### src/rtl/core/tmf_pkg.sv
`default_nettype none
// ----------------------------------------------------------------------------
// tmf_pkg
// shared types and constants of the two-word message queue
// ----------------------------------------------------------------------------
package tmf_pkg;

  localparam int unsigned WORD_W        = 32;
  localparam int unsigned ENTRY_COUNT_W = 5;

  localparam logic [ENTRY_COUNT_W-1:0] ENTRY_COUNT_RESET = 5'd16;
  localparam logic [ENTRY_COUNT_W-1:0] ENTRY_COUNT_MIN   = 5'd2;

  typedef enum logic {
    CMD_WRITE = 1'b0,
    CMD_READ  = 1'b1
  } tmf_cmd_e;

  typedef enum logic {
    STATUS_OK      = 1'b0,
    STATUS_REFUSED = 1'b1
  } tmf_status_e;

  // control part of the token that walks down the cell row
  typedef struct packed {
    logic valid;
    logic wr;
    logic rd;
    logic refused;
  } tmf_tok_ctl_t;

endpackage : tmf_pkg
`default_nettype wire

### src/rtl/core/tmf_ifs.sv
`default_nettype none
// ----------------------------------------------------------------------------
// tmf channel interfaces
// command, response and configuration channels with valid/ready
// ----------------------------------------------------------------------------
interface tmf_cmd_if;
  logic        valid;
  logic        ready;
  logic        command;
  logic [31:0] first_word;
  logic [31:0] second_word;

  modport source (output valid, command, first_word, second_word, input ready);
  modport sink   (input valid, command, first_word, second_word, output ready);
endinterface : tmf_cmd_if

interface tmf_rsp_if;
  logic        valid;
  logic        ready;
  logic        status;
  logic [31:0] read_first;
  logic [31:0] read_second;

  modport source (output valid, status, read_first, read_second, input ready);
  modport sink   (input valid, status, read_first, read_second, output ready);
endinterface : tmf_rsp_if

interface tmf_cfg_if;
  logic       valid;
  logic       ready;
  logic [4:0] entry_count;

  modport source (output valid, entry_count, input ready);
  modport sink   (input valid, entry_count, output ready);
endinterface : tmf_cfg_if
`default_nettype wire

### src/rtl/core/tmf_cell.sv
`default_nettype none
// ----------------------------------------------------------------------------
// tmf_cell
// one ring slot: stores a message and passes the token to the next cell
// ----------------------------------------------------------------------------
module tmf_cell
  import tmf_pkg::*;
#(
  parameter int unsigned IDX_W    = 4,
  parameter int unsigned CELL_IDX = 0
) (
  input  wire logic                clk_i,
  input  wire logic                rst_ni,
  input  wire logic                adv_i,
  input  wire tmf_tok_ctl_t        ctl_i,
  input  wire logic [IDX_W-1:0]    idx_i,
  input  wire logic [WORD_W-1:0]   wr_first_i,
  input  wire logic [WORD_W-1:0]   wr_second_i,
  input  wire logic [WORD_W-1:0]   rd_first_i,
  input  wire logic [WORD_W-1:0]   rd_second_i,
  output tmf_tok_ctl_t             ctl_o,
  output logic [IDX_W-1:0]         idx_o,
  output logic [WORD_W-1:0]        wr_first_o,
  output logic [WORD_W-1:0]        wr_second_o,
  output logic [WORD_W-1:0]        rd_first_o,
  output logic [WORD_W-1:0]        rd_second_o
);

  localparam logic [IDX_W-1:0] MY_IDX = IDX_W'(CELL_IDX);

  logic              hit;
  logic [WORD_W-1:0] first_q;
  logic [WORD_W-1:0] second_q;
  tmf_tok_ctl_t      ctl_q;
  logic [IDX_W-1:0]  idx_q;
  logic [WORD_W-1:0] wr_first_q;
  logic [WORD_W-1:0] wr_second_q;
  logic [WORD_W-1:0] rd_first_q;
  logic [WORD_W-1:0] rd_second_q;

  assign hit = ctl_i.valid && (idx_i == MY_IDX);

  // slot storage, no reset
  always_ff @(posedge clk_i) begin
    if (adv_i && hit && ctl_i.wr) begin
      first_q  <= wr_first_i;
      second_q <= wr_second_i;
    end
  end

  always_ff @(posedge clk_i or negedge rst_ni) begin
    if (!rst_ni) begin
      ctl_q <= '0;
    end else if (adv_i) begin
      ctl_q <= ctl_i;
    end
  end

  always_ff @(posedge clk_i) begin
    if (adv_i) begin
      idx_q       <= idx_i;
      wr_first_q  <= wr_first_i;
      wr_second_q <= wr_second_i;
      rd_first_q  <= (hit && ctl_i.rd) ? first_q  : rd_first_i;
      rd_second_q <= (hit && ctl_i.rd) ? second_q : rd_second_i;
    end
  end

  assign ctl_o       = ctl_q;
  assign idx_o       = idx_q;
  assign wr_first_o  = wr_first_q;
  assign wr_second_o = wr_second_q;
  assign rd_first_o  = rd_first_q;
  assign rd_second_o = rd_second_q;

endmodule : tmf_cell
`default_nettype wire

### src/rtl/core/tmf_ctrl.sv
`default_nettype none
// ----------------------------------------------------------------------------
// tmf_ctrl
// ring indices, slot count register and full/empty decision
// ----------------------------------------------------------------------------
module tmf_ctrl
  import tmf_pkg::*;
#(
  parameter int unsigned SLOTS = 16,
  parameter int unsigned IDX_W = 4
) (
  input  wire logic                     clk_i,
  input  wire logic                     rst_ni,
  input  wire logic                     accept_i,
  input  wire logic                     adv_i,
  input  wire logic                     command_i,
  input  wire logic [WORD_W-1:0]        first_word_i,
  input  wire logic [WORD_W-1:0]        second_word_i,
  input  wire logic                     cfg_we_i,
  input  wire logic [ENTRY_COUNT_W-1:0] cfg_entry_count_i,
  output tmf_tok_ctl_t                  ctl_o,
  output logic [IDX_W-1:0]              idx_o,
  output logic [WORD_W-1:0]             wr_first_o,
  output logic [WORD_W-1:0]             wr_second_o
);

  localparam int unsigned NW   = $clog2(SLOTS + 1);
  localparam int unsigned CW   = NW + ENTRY_COUNT_W;
  localparam int unsigned FW   = IDX_W + 2;
  localparam logic [CW-1:0] SLOTS_C = CW'(SLOTS);
  localparam logic [NW-1:0] SLOTS_N = NW'(SLOTS);
  localparam logic [NW-1:0] MIN_N   = NW'(ENTRY_COUNT_MIN);
  localparam logic signed [FW-1:0] FREE_ONE = FW'(1);

  logic [ENTRY_COUNT_W-1:0] entry_count_q;
  logic [IDX_W-1:0]         widx_q, widx_d;
  logic [IDX_W-1:0]         ridx_q, ridx_d;
  logic [CW-1:0]            ec_wide;
  logic [NW-1:0]            n_slots;
  logic signed [FW-1:0]     wi_s, ri_s, n_s, free_s;
  logic                     is_read, write_ok, read_ok;
  tmf_tok_ctl_t             ctl_q, ctl_d;
  logic [IDX_W-1:0]         idx_q, idx_d;
  logic [WORD_W-1:0]        wr_first_q, wr_second_q;

  // next index with wrap at the last slot in use
  function automatic logic [IDX_W-1:0] step_idx(input logic [IDX_W-1:0] idx,
                                                input logic [NW-1:0]    n);
    logic [NW:0] idx_ext;
    logic [NW:0] n_ext;
    idx_ext = {{(NW + 1 - IDX_W){1'b0}}, idx};
    n_ext   = {1'b0, n};
    if (idx_ext >= n_ext - 1'b1) begin
      step_idx = '0;
    end else begin
      step_idx = idx + 1'b1;
    end
  endfunction

  // clamp the count register to the range from the minimum count to the ring size
  always_comb begin
    ec_wide = {{NW{1'b0}}, entry_count_q};
    if (entry_count_q < ENTRY_COUNT_MIN) begin
      n_slots = MIN_N;
    end else if (ec_wide > SLOTS_C) begin
      n_slots = SLOTS_N;
    end else begin
      n_slots = NW'(ec_wide);
    end
  end

  // signed free count, may go negative after the count shrinks
  always_comb begin
    wi_s = $signed({2'b00, widx_q});
    ri_s = $signed({2'b00, ridx_q});
    n_s  = $signed({{(FW - NW){1'b0}}, n_slots});
    if (widx_q < ridx_q) begin
      free_s = ri_s - wi_s;
    end else begin
      free_s = n_s - wi_s + ri_s;
    end
  end

  assign is_read  = (command_i == CMD_READ);
  assign write_ok = !is_read && (free_s > FREE_ONE);
  assign read_ok  = is_read && (widx_q != ridx_q);

  always_comb begin
    widx_d = widx_q;
    ridx_d = ridx_q;
    ctl_d  = ctl_q;
    idx_d  = idx_q;
    if (accept_i) begin
      ctl_d.valid   = 1'b1;
      ctl_d.wr      = write_ok;
      ctl_d.rd      = read_ok;
      ctl_d.refused = !(write_ok || read_ok);
      idx_d         = is_read ? ridx_q : widx_q;
      if (write_ok) begin
        widx_d = step_idx(widx_q, n_slots);
      end
      if (read_ok) begin
        ridx_d = step_idx(ridx_q, n_slots);
      end
    end else if (adv_i) begin
      ctl_d.valid = 1'b0;
    end
  end

  always_ff @(posedge clk_i or negedge rst_ni) begin
    if (!rst_ni) begin
      entry_count_q <= ENTRY_COUNT_RESET;
      widx_q        <= '0;
      ridx_q        <= '0;
      ctl_q         <= '0;
    end else begin
      if (cfg_we_i) begin
        entry_count_q <= cfg_entry_count_i;
      end
      widx_q <= widx_d;
      ridx_q <= ridx_d;
      ctl_q  <= ctl_d;
    end
  end

  always_ff @(posedge clk_i) begin
    idx_q <= idx_d;
    if (accept_i) begin
      wr_first_q  <= first_word_i;
      wr_second_q <= second_word_i;
    end
  end

  assign ctl_o       = ctl_q;
  assign idx_o       = idx_q;
  assign wr_first_o  = wr_first_q;
  assign wr_second_o = wr_second_q;

endmodule : tmf_ctrl
`default_nettype wire

### src/rtl/core/two_word_message_fifo_unit.sv
`default_nettype none
// ----------------------------------------------------------------------------
// two_word_message_fifo_unit
// ring queue of two-word messages built as a row of slot cells
// ----------------------------------------------------------------------------
// Each command item either stores a two-word message (write) or returns the
// oldest one (read), and always yields exactly one response item: status 0
// on success, 1 when a write finds the ring full (one slot is kept empty) or
// a read finds it empty; read words are zero unless a read succeeds. The
// ring has SLOTS cells; cfg sets how many are in use (2..SLOTS, clamped,
// reset 16) and keeps indices and contents. The full/empty decision and the
// index update happen at acceptance; the item then travels as a token down
// the row of SLOTS cells, one cell per cycle unless the row stalls, and the
// cell whose index matches stores or supplies the message. One item is in
// flight at a time: ready drops after acceptance and returns as the response
// enters the output register, so a new item is taken only once the last
// one's token has left the cell row. A waiting response does not block the
// next command; the row only stalls when a finished token meets a still
// occupied output register. There is no clearing pass after reset.
// ----------------------------------------------------------------------------
module two_word_message_fifo_unit
  import tmf_pkg::*;
#(
  parameter int unsigned SLOTS = 16
) (
  input  wire logic  clk_i,
  input  wire logic  rst_ni,
  tmf_cmd_if.sink    cmd_i,
  tmf_cfg_if.sink    cfg_i,
  tmf_rsp_if.source  rsp_o
);

  localparam int unsigned IDX_W = $clog2(SLOTS);

  // token path, stage 0 is the launch register in the control block
  tmf_tok_ctl_t      ctl_s       [SLOTS+1];
  logic [IDX_W-1:0]  idx_s       [SLOTS+1];
  logic [WORD_W-1:0] wr_first_s  [SLOTS+1];
  logic [WORD_W-1:0] wr_second_s [SLOTS+1];
  logic [WORD_W-1:0] rd_first_s  [SLOTS+1];
  logic [WORD_W-1:0] rd_second_s [SLOTS+1];

  logic              accept;
  logic              adv;
  logic              busy_q;
  logic              out_valid_q;
  logic              out_status_q;
  logic [WORD_W-1:0] out_first_q;
  logic [WORD_W-1:0] out_second_q;
  logic              tail_valid;
  logic              tail_take;

  // one item in flight; user gives config writes only when idle, unenforced
  assign cmd_i.ready = !busy_q;
  assign accept      = cmd_i.valid && cmd_i.ready;
  assign cfg_i.ready = 1'b1;

  // row stalls only when a finished token cannot enter the output register
  assign tail_valid = ctl_s[SLOTS].valid;
  assign adv        = !(tail_valid && out_valid_q && !rsp_o.ready);
  assign tail_take  = tail_valid && adv;

  tmf_ctrl #(
    .SLOTS (SLOTS),
    .IDX_W (IDX_W)
  ) u_ctrl (
    .clk_i             (clk_i),
    .rst_ni            (rst_ni),
    .accept_i          (accept),
    .adv_i             (adv),
    .command_i         (cmd_i.command),
    .first_word_i      (cmd_i.first_word),
    .second_word_i     (cmd_i.second_word),
    .cfg_we_i          (cfg_i.valid),
    .cfg_entry_count_i (cfg_i.entry_count),
    .ctl_o             (ctl_s[0]),
    .idx_o             (idx_s[0]),
    .wr_first_o        (wr_first_s[0]),
    .wr_second_o       (wr_second_s[0])
  );

  // read data starts at zero, a matching read cell overwrites it
  assign rd_first_s[0]  = '0;
  assign rd_second_s[0] = '0;

  for (genvar k = 0; k < SLOTS; k++) begin : g_cell
    tmf_cell #(
      .IDX_W    (IDX_W),
      .CELL_IDX (k)
    ) u_cell (
      .clk_i       (clk_i),
      .rst_ni      (rst_ni),
      .adv_i       (adv),
      .ctl_i       (ctl_s[k]),
      .idx_i       (idx_s[k]),
      .wr_first_i  (wr_first_s[k]),
      .wr_second_i (wr_second_s[k]),
      .rd_first_i  (rd_first_s[k]),
      .rd_second_i (rd_second_s[k]),
      .ctl_o       (ctl_s[k+1]),
      .idx_o       (idx_s[k+1]),
      .wr_first_o  (wr_first_s[k+1]),
      .wr_second_o (wr_second_s[k+1]),
      .rd_first_o  (rd_first_s[k+1]),
      .rd_second_o (rd_second_s[k+1])
    );
  end

  // busy from acceptance until the token leaves the row
  always_ff @(posedge clk_i or negedge rst_ni) begin
    if (!rst_ni) begin
      busy_q      <= 1'b0;
      out_valid_q <= 1'b0;
    end else begin
      if (accept) begin
        busy_q <= 1'b1;
      end else if (tail_take) begin
        busy_q <= 1'b0;
      end
      if (tail_take) begin
        out_valid_q <= 1'b1;
      end else if (rsp_o.ready) begin
        out_valid_q <= 1'b0;
      end
    end
  end

  // response register, the last unused tail words and index are dropped
  always_ff @(posedge clk_i) begin
    if (tail_take) begin
      out_status_q <= ctl_s[SLOTS].refused ? STATUS_REFUSED : STATUS_OK;
      out_first_q  <= rd_first_s[SLOTS];
      out_second_q <= rd_second_s[SLOTS];
    end
  end

  assign rsp_o.valid       = out_valid_q;
  assign rsp_o.status      = out_status_q;
  assign rsp_o.read_first  = out_first_q;
  assign rsp_o.read_second = out_second_q;

endmodule : two_word_message_fifo_unit
`default_nettype wire
### src/flat_wrapper.sv
// flat-port wrapper written by rule: the top's interface ports become plain ports
module two_word_message_fifo_unit_flat import tmf_pkg::*;
#(
  parameter int unsigned SLOTS = 16
)
  (clk_i, rst_ni, cmd_i_valid, cmd_i_command, cmd_i_first_word, cmd_i_second_word, cmd_i_ready, cfg_i_valid, cfg_i_entry_count, cfg_i_ready, rsp_o_valid, rsp_o_status, rsp_o_read_first, rsp_o_read_second, rsp_o_ready);
  tmf_cmd_if cmd_i_i ();
  tmf_cfg_if cfg_i_i ();
  tmf_rsp_if rsp_o_i ();
  input  wire logic clk_i;
  input  wire logic rst_ni;
  input wire logic [$bits(cmd_i_i.valid)-1:0] cmd_i_valid;
  input wire logic [$bits(cmd_i_i.command)-1:0] cmd_i_command;
  input wire logic [$bits(cmd_i_i.first_word)-1:0] cmd_i_first_word;
  input wire logic [$bits(cmd_i_i.second_word)-1:0] cmd_i_second_word;
  output wire logic [$bits(cmd_i_i.ready)-1:0] cmd_i_ready;
  input wire logic [$bits(cfg_i_i.valid)-1:0] cfg_i_valid;
  input wire logic [$bits(cfg_i_i.entry_count)-1:0] cfg_i_entry_count;
  output wire logic [$bits(cfg_i_i.ready)-1:0] cfg_i_ready;
  output wire logic [$bits(rsp_o_i.valid)-1:0] rsp_o_valid;
  output wire logic [$bits(rsp_o_i.status)-1:0] rsp_o_status;
  output wire logic [$bits(rsp_o_i.read_first)-1:0] rsp_o_read_first;
  output wire logic [$bits(rsp_o_i.read_second)-1:0] rsp_o_read_second;
  input wire logic [$bits(rsp_o_i.ready)-1:0] rsp_o_ready;
  assign cmd_i_i.valid = cmd_i_valid;
  assign cmd_i_i.command = cmd_i_command;
  assign cmd_i_i.first_word = cmd_i_first_word;
  assign cmd_i_i.second_word = cmd_i_second_word;
  assign cmd_i_ready = cmd_i_i.ready;
  assign cfg_i_i.valid = cfg_i_valid;
  assign cfg_i_i.entry_count = cfg_i_entry_count;
  assign cfg_i_ready = cfg_i_i.ready;
  assign rsp_o_valid = rsp_o_i.valid;
  assign rsp_o_status = rsp_o_i.status;
  assign rsp_o_read_first = rsp_o_i.read_first;
  assign rsp_o_read_second = rsp_o_i.read_second;
  assign rsp_o_i.ready = rsp_o_ready;
  two_word_message_fifo_unit #(.SLOTS(SLOTS)) u_core (.clk_i(clk_i), .rst_ni(rst_ni), .cmd_i(cmd_i_i), .cfg_i(cfg_i_i), .rsp_o(rsp_o_i));
endmodule
### config.mk
export PLATFORM = sky130hd
export DESIGN_NAME = two_word_message_fifo_unit_flat
export DESIGN_NICKNAME = d
export VERILOG_FILES = /design/src/rtl/core/tmf_pkg.sv /design/src/rtl/core/tmf_ifs.sv /design/src/rtl/core/tmf_cell.sv /design/src/rtl/core/tmf_ctrl.sv /design/src/rtl/core/two_word_message_fifo_unit.sv /design/src/flat_wrapper.sv
export SDC_FILE = /design/constraint.sdc
export NUM_CORES = 2
export LEC_CHECK = 0
export ABC_AREA = 1
export BUFFER_PORTS_ARGS = -buffer_cell sky130_fd_sc_hd__buf_2
export CAP_MARGIN = 20
export CORE_UTILIZATION = 60
export CTS_BUF_LIST = sky130_fd_sc_hd__clkbuf_4 sky130_fd_sc_hd__clkbuf_8
export DETAILED_ROUTE_END_ITERATION = 16
export PLACE_DENSITY = 0.82
export SLEW_MARGIN = 20
export SYNTH_ARGS = -nofsm -noshare
export SYNTH_HDL_FRONTEND = slang
export SYNTH_SLANG_ARGS = --single-unit
### constraint.sdc
create_clock -name clk_i -period 75.2 [get_ports clk_i]
set_input_delay 15.04 -clock clk_i [delete_from_list [all_inputs] [get_ports clk_i]]
set_output_delay 15.04 -clock clk_i [all_outputs]
set_load 0.05 [all_outputs]
=== Yosys cells after proc, flatten, opt, wreduce, memory -nomap -nowiden ===
Cells that the tools add are included.

* Output and inout port bits: 68
* Input port bits: 75
* Register bits: 3282

* $lt $le $gt $ge: 6
* $add $sub $neg: 6
* Multiplexer cells: 43
* Reductions and logical operators: 81
* Equal/unequal tests: 17

{| class="wikitable"
|+ Operator list
! operator !! number
|-
| two-way mux 32 bit || 30
|-
| logical AND 1 bit || 70
|-
| equality test 4 bit, second input constant || 8
|-
| equality test 4 x 3 -> 1 bit, second input constant || 4
|-
| >= comparator 4 x 6 -> 1 bit || 2
|-
| two-way mux 4 bit || 3
|-
| two-way mux 5 bit || 2
|-
| adder 4 x 1 -> 4 bit, second input constant || 2
|-
| equality test 4 x 2 -> 1 bit, second input constant || 2
|-
| two-way mux 1 bit || 7
|-
| adder 6 x 5 -> 6 bit || 1
|-
| greater-than comparator 6 x 2 -> 1 bit, second input constant || 1
|-
| two-way mux 6 bit || 1
|-
| subtractor 5 x 1 -> 6 bit, second input constant || 1
|-
| subtractor 5 x 4 -> 6 bit || 1
|-
| greater-than comparator 5 bit, second input constant || 1
|-
| logical NOT 1 bit || 5
|-
| less-than comparator 5 x 2 -> 1 bit, second input constant || 1
|-
| subtractor 4 x 4 -> 5 bit || 1
|-
| equality test 4 x 1 -> 1 bit, second input constant || 1
|-
| logical NOT 4 bit || 1
|-
| less-than comparator 4 bit || 1
|-
| inequality test 4 bit || 1
|-
| AND reduction 2 bit || 2
|-
| other kinds (3) || 4
|}

=== Depth between registers and ports, before layout ===
* Depth after elaboration: 10
* Depth in mapped cells: 20
* Gate-level depth less buffers: 20

=== By module ===
A second synthesis with hierarchy kept.

* Cell total of the unflattened synthesis: 7267
* Area, all modules: 120097.7 µm²

{| class="wikitable"
|+ By module, submodules not included
! module !! area each (µm²) !! cells an instance !! instances
|-
| tmf_cell at u_core.g_cell[10].u_cell ... || 7105.6 || 425 || 4
|-
| tmf_cell at u_core.g_cell[13].u_cell ... || 7219.4 || 434 || 2
|-
| tmf_cell at u_core.g_cell[1].u_cell ... || 7195.7 || 437 || 2
|-
| tmf_cell at u_core.g_cell[11].u_cell ... || 7173.1 || 432 || 2
|-
| tmf_cell at u_core.g_cell[4].u_cell ... || 7091.8 || 434 || 2
|-
| tmf_cell at u_core.g_cell[15].u_cell || 7214.4 || 433 || 1
|-
| tmf_cell at u_core.g_cell[3].u_cell || 7199.4 || 432 || 1
|-
| tmf_cell at u_core.g_cell[0].u_cell || 7121.8 || 434 || 1
|-
| tmf_cell at u_core.g_cell[12].u_cell || 7036.7 || 427 || 1
|-
| tmf_ctrl || 3678.5 || 286 || 1
|-
| two_word_message_fifo_unit || 2064.5 || 81 || 1
|}

=== Worst setup path before layout ===
OpenSTA, ideal clock, no wires.

* Path kind: input port to flip-flop
* Start point: input port rsp_o_ready
* End point: register u_core.g_cell[0].u_cell.idx_q[0] (enable)
* Library setup time: 3.217 ns
* Slack: 1.501 ns
* Data arrival time: 70.482 ns
* Cell stages on the path: 5
* Path through: inv_1 -> nand2_1 -> nor2_1 -> inv_1 -> clkbuf_1

* Longest elaborated chain between the ends: 2

{| class="wikitable"
|+ RTL lines
! item !! line !! source
|-
| start: declaration || flat_wrapper.sv:24 || <nowiki>input wire logic [$bits(rsp_o_i.ready)-1:0] rsp_o_ready;</nowiki>
|-
| logical NOT 1 bit || two_word_message_fifo_unit.sv:60 || <nowiki>assign adv = !(tail_valid && out_valid_q && !rsp_o.ready);</nowiki>
|-
| logical AND 1 bit || two_word_message_fifo_unit.sv:60 ||
|-
| end signal: assignment || tmf_cell.sv:61 || <nowiki>idx_q <= idx_i;</nowiki>
|-
| end: declaration || tmf_cell.sv:35 || <nowiki>logic [IDX_W-1:0] idx_q;</nowiki>
|}

No other way between the ends.
A chain may end at the register's enable or synchronous reset.

=== Worst setup path after layout ===
* Start point: input port rsp_o_ready
* End point: register u_core.g_cell[14].u_cell.rd_second_q[16] (enable)

* Longest elaborated chain between the ends: 2

{| class="wikitable"
|+ RTL lines
! item !! line !! source
|-
| logical NOT 1 bit || two_word_message_fifo_unit.sv:60 ||
|-
| logical AND 1 bit || two_word_message_fifo_unit.sv:60 ||
|-
| end signal: assignment || tmf_cell.sv:65 || <nowiki>rd_second_q <= (hit && ctl_i.rd) ? second_q : rd_second_i;</nowiki>
|-
| end: declaration || tmf_cell.sv:39 || <nowiki>logic [WORD_W-1:0] rd_second_q;</nowiki>
|}

No other way between the ends.

==> summary.txt <==
Clock network
  • Cts bufs inserted: 478
  • CTS tree: yes
  • Worst-case clock buffer depth: 4
  • Worst-Skew Late Latency: 1.04 ns
  • Worst-path clk slew: 0.06 ns
  • Post-CTS setup buffers: 0
  • CTS resizes: 0
  • Clock Sinks: 3,282
  • H-tree depth: 5
  • Root buffer cell: clkbuf_8
  • Hold Buf Count CTS: 0

Synthesis
  • Synth top area share: 84.5%
  • Async SR Flop Fraction: 2.47%
  • Seq cells post-synth: 3,282
  • Register area share after synthesis: 86.3%
  • Synth cell types: 42
  • Syn Nets: 5,335
  • Synth Cell Area: 0.114 mm2
  • Syn Inst Count: 5,234
  • Synth top area cells: edfxtp_1 85%, mux2_2 7.8%, dfrtp_1 1.8%, nand2_1 1.2%, buf_6 0.93%
  • Top cells by count, synth: 3,201 x edfxtp_1, 789 x mux2_2, 355 x nand2_1
  • Ys flop type: edfxtp_1
  • Syn Area/Cell: 21.7 um2
  • Top-count cell post-synth: edfxtp_1
  • Post-synth EDFFs: 3,201
  • Leading area contributor after synthesis: edfxtp_1
  • YS warnings: 0

STA
  • Slew HR: 28.0%
  • Final period util: 28.6%
  • Clock skew: 0.0496 ns
  • RSZ-0062 raised after global routing: no
  • Fmax: 46.5 MHz
  • Worst Tran Pin Value: 1.08 ns
  • Final Hold Viols: 0
  • Fin crit period: 21.49 ns
  • TNS Setup: 0 ns
  • Final setup viols: 0
  • Max-slew violation count: 0

Place
  • Inst Count DP: 7,795
  • Final HPWL DP: 87,000 um
  • Buffers on Ports: 141
  • Final Wtd Congestion: 0.727

Route
  • Met3 wire len: 7030 um
  • Met2 WL: 75,600 um
  • Metal-1 WL: 67,100 um
  • Via density: 5.14
  • Final wirelength: 153,000 um
  • Drt pass-1 iters: 14
  • Remaining antenna violation count after routing: 0
  • Drt wl/cell: 17.7 um
  • Iter 0 DRT Violations: 2,985
  • Uppermost layer routed: met5
  • Via count: 44,380
  • DRC viols: 11

Floorplan
  • Num ports: 143
  • Die Y: 437 um
  • Die ar.: 0.191 mm2
  • FP Rows: 159
  • Initial Util: 60.5%
  • Die Wd: 437 um
  • Core Area: 0.188 mm2

Min path
  • Hold Path End: u_core.g_cell[15].u_cell.second_q[16]
  • WHS Path Cells: 0
  • Hold Crit Start: u_core.g_cell[14].u_cell.wr_second_o[16]
  • Min-delay worst type: flop to flop

Layout
  • Share of cells above drive strength 1: 30.3%
  • Layout net count: 5,881
  • Layout Cells excl Fill: 8,633
  • Filler cell count: 10,525
  • Synth-to-layout area growth: 10.9%

Setup path
  • Critical path fanouts, max: 189
  • R2R depth: 10
  • Buffers plus inverters on the worst setup path: 10
  • R2R Setup Slk: 67.35 ns
  • Crit path DAT: 22.12 ns
  • Crit-path cells: buf_2 -> inv_1 -> nand2_1 -> nor2_4 -> inv_8 -> buf_4 -> buf_4 -> buf_12 -> buf_4 -> buf_4 -> buf_4 -> buf_4
  • Crit path capture type: flop
  • Slowest stage cell, crit path: buf_4
  • Crit-path leading delay family: buffers and inverters
  • Crit-path most repeated cell: buf_4
  • Worst flop-to-flop path endpoint: u_core.g_cell[14].u_cell.rd_second_o[16]
  • CP Class: input port to flop
  • Worst EP required: 75.84 ns
  • Setup crit start kind: input port
  • R2R Path Start: u_core.g_cell[15].u_cell.ctl_o[3]
  • CP max stage delay: 0.91 ns

Global routing
  • Global-route wire length before repair: 246,000 um
  • Pin count of the biggest net entering global routing: 190
  • Initial antenna violation count: 5
  • Vias in the first global route: 46,729
  • Gr usage total: 16.0%
  • Overflow after GRT: 0

Status
  • Failing checks: DRC
  • Outcome: complete, but fails checks

Power
  • P_leak: 0.0473 uW
  • Worst vdd ir: 0.0000222 V
  • Clock Power Share: 27.8%
  • Pint: 3730 uW
  • Combinational share of power: 9.4%
  • P_sw: 1100 uW
  • Switch share: 22.7%
  • Sequential share of power: 62.8%
  • Pwr dens: 38.3 mW/mm2

Flow run
  • Max Cap Violations: 0
-- cells in the final DEF, fill, tap and decap left out, types with 3 or more instances in the layout --
master      Yosys  final
a21oi_1         8      8
buf_2          12    140
buf_4           8     52
bufinv_16       0     14
clkbuf_4        0    176
clkbuf_8        0    490
clkinv_1        0    109
clkinv_2        0     38
clkinvlp_4      0      3
dfrtp_1        80     80
edfxtp_1     3201   3201
fa_1            5      5
ha_1           21     21
inv_1         258    256
inv_6           0      5
mux2_2        789    789
mux2_4         44     44
nand2_1       355    355
nand2_4         6      6
nand3_1        14     14
nand3_2         8      8
nand3b_1        4      4
nand4_1         9      9
nor2_1        105     90
nor2_4          0     15
nor4_4          6      6
o21ai_0        36     36
o21ai_1        73     73
o21ai_2        56     56
xor2_1          5      5
-- registers in the layout, indices dropped and copies added (netlist names), 60 cells and up --
signal and cells:
u_core.g_cell.u_cell.rd_second_o 512, u_core.g_cell.u_cell.first_q 512, u_core.g_cell.u_cell.second_q 512, u_core.g_cell.u_cell.ctl_o 62, u_core.g_cell.u_cell.rd_first_o 512, u_core.g_cell.u_cell.idx_o 60, u_core.g_cell.u_cell.wr_second_o 480, u_core.g_cell.u_cell.wr_first_o 480
-- cell type report --
class	instances	area [um2]	share of cell area, %
Inverter	259	980	0.777
Clock inverter	171	1100	0.876
Multi-Input combinational cell	1564	13500	10.7
Tap cell	2495	3120	2.48
Antenna cell	1	2.50	0.00199
Timing Repair Buffer	195	1140	0.906
Clock buffer	666	8070	6.40
Sequential cell	3282	98200	77.9
-- cells by family (layout without fill, tap and decap cells) --
group | Yosys count | count (layout) | share of synthesized area, %
and+or+nand+nor | 520 | 520 | 2.00
other | 1 | 2 | 0.00330
AOI/OAI and AO/OA | 177 | 177 | 0.971
DFF | 3282 | 3282 | 86.3
adders and majority gates | 26 | 26 | 0.319
xor gates and xnor gates | 7 | 7 | 0.0539
muxes | 833 | 833 | 8.39
buffers and inverters | 388 | 1291 | 1.94
-- power groups by stage --
stage               clock (uW)  sequential (uW)  combinational, uW
finish                    1340             3030                456
global route              1450             3090                503
CTS                       1380             3040                463
detailed placement           0             3070                451
global placement             0             3020                431
floorplan                    0             3300                324
-- worst max-delay path by stage --
| stage | from | endpoint | slack [ns] | cells past startpoint |
|---|---|---|---|---|
| floorplan | rsp_o_ready | u_core.g_cell[0].u_cell.idx_o[0] | 1.50 | 5 |
| global placement | rsp_o_ready | u_core.g_cell[12].u_cell.rd_second_o[19] | 52.75 | 12 |
| detailed placement | rsp_o_ready | u_core.g_cell[12].u_cell.rd_second_o[16] | 52.65 | 12 |
| CTS | rsp_o_ready | u_core.g_cell[13].u_cell.rd_second_o[19] | 53.80 | 12 |
| global route | rsp_o_ready | u_core.g_cell[14].u_cell.wr_second_o[16] | 53.18 | 12 |
| finish | rsp_o_ready | u_core.g_cell[14].u_cell.rd_second_o[16] | 53.71 | 12 |
-- routing by layer --
metal	up-vias	track usage (%)
met5	-	0
met4	6	5.61
met3	310	3.73
met2	936	26.4
met1	21923	21.2
li1	21205	-
-- stage by stage --
step / total power (uW) / utilization [%] / hold WS, ns / worst slack (ns) / cell area (um2)
after floorplan: 3620 / - / 0.400 / 1.50 / 114000
after global placement: 3460 / 62.2 / 0.401 / 52.75 / 117000
after detailed placement: 3520 / 62.2 / 0.405 / 52.65 / 117000
after CTS: 4880 / 67.0 / 0.401 / 53.80 / 126000
after global routing: 5040 / 67.0 / 0.404 / 53.18 / 126000
final: 4830 / 67.0 / 0.402 / 53.71 / 126000
(Power assumes the default switching activity.)
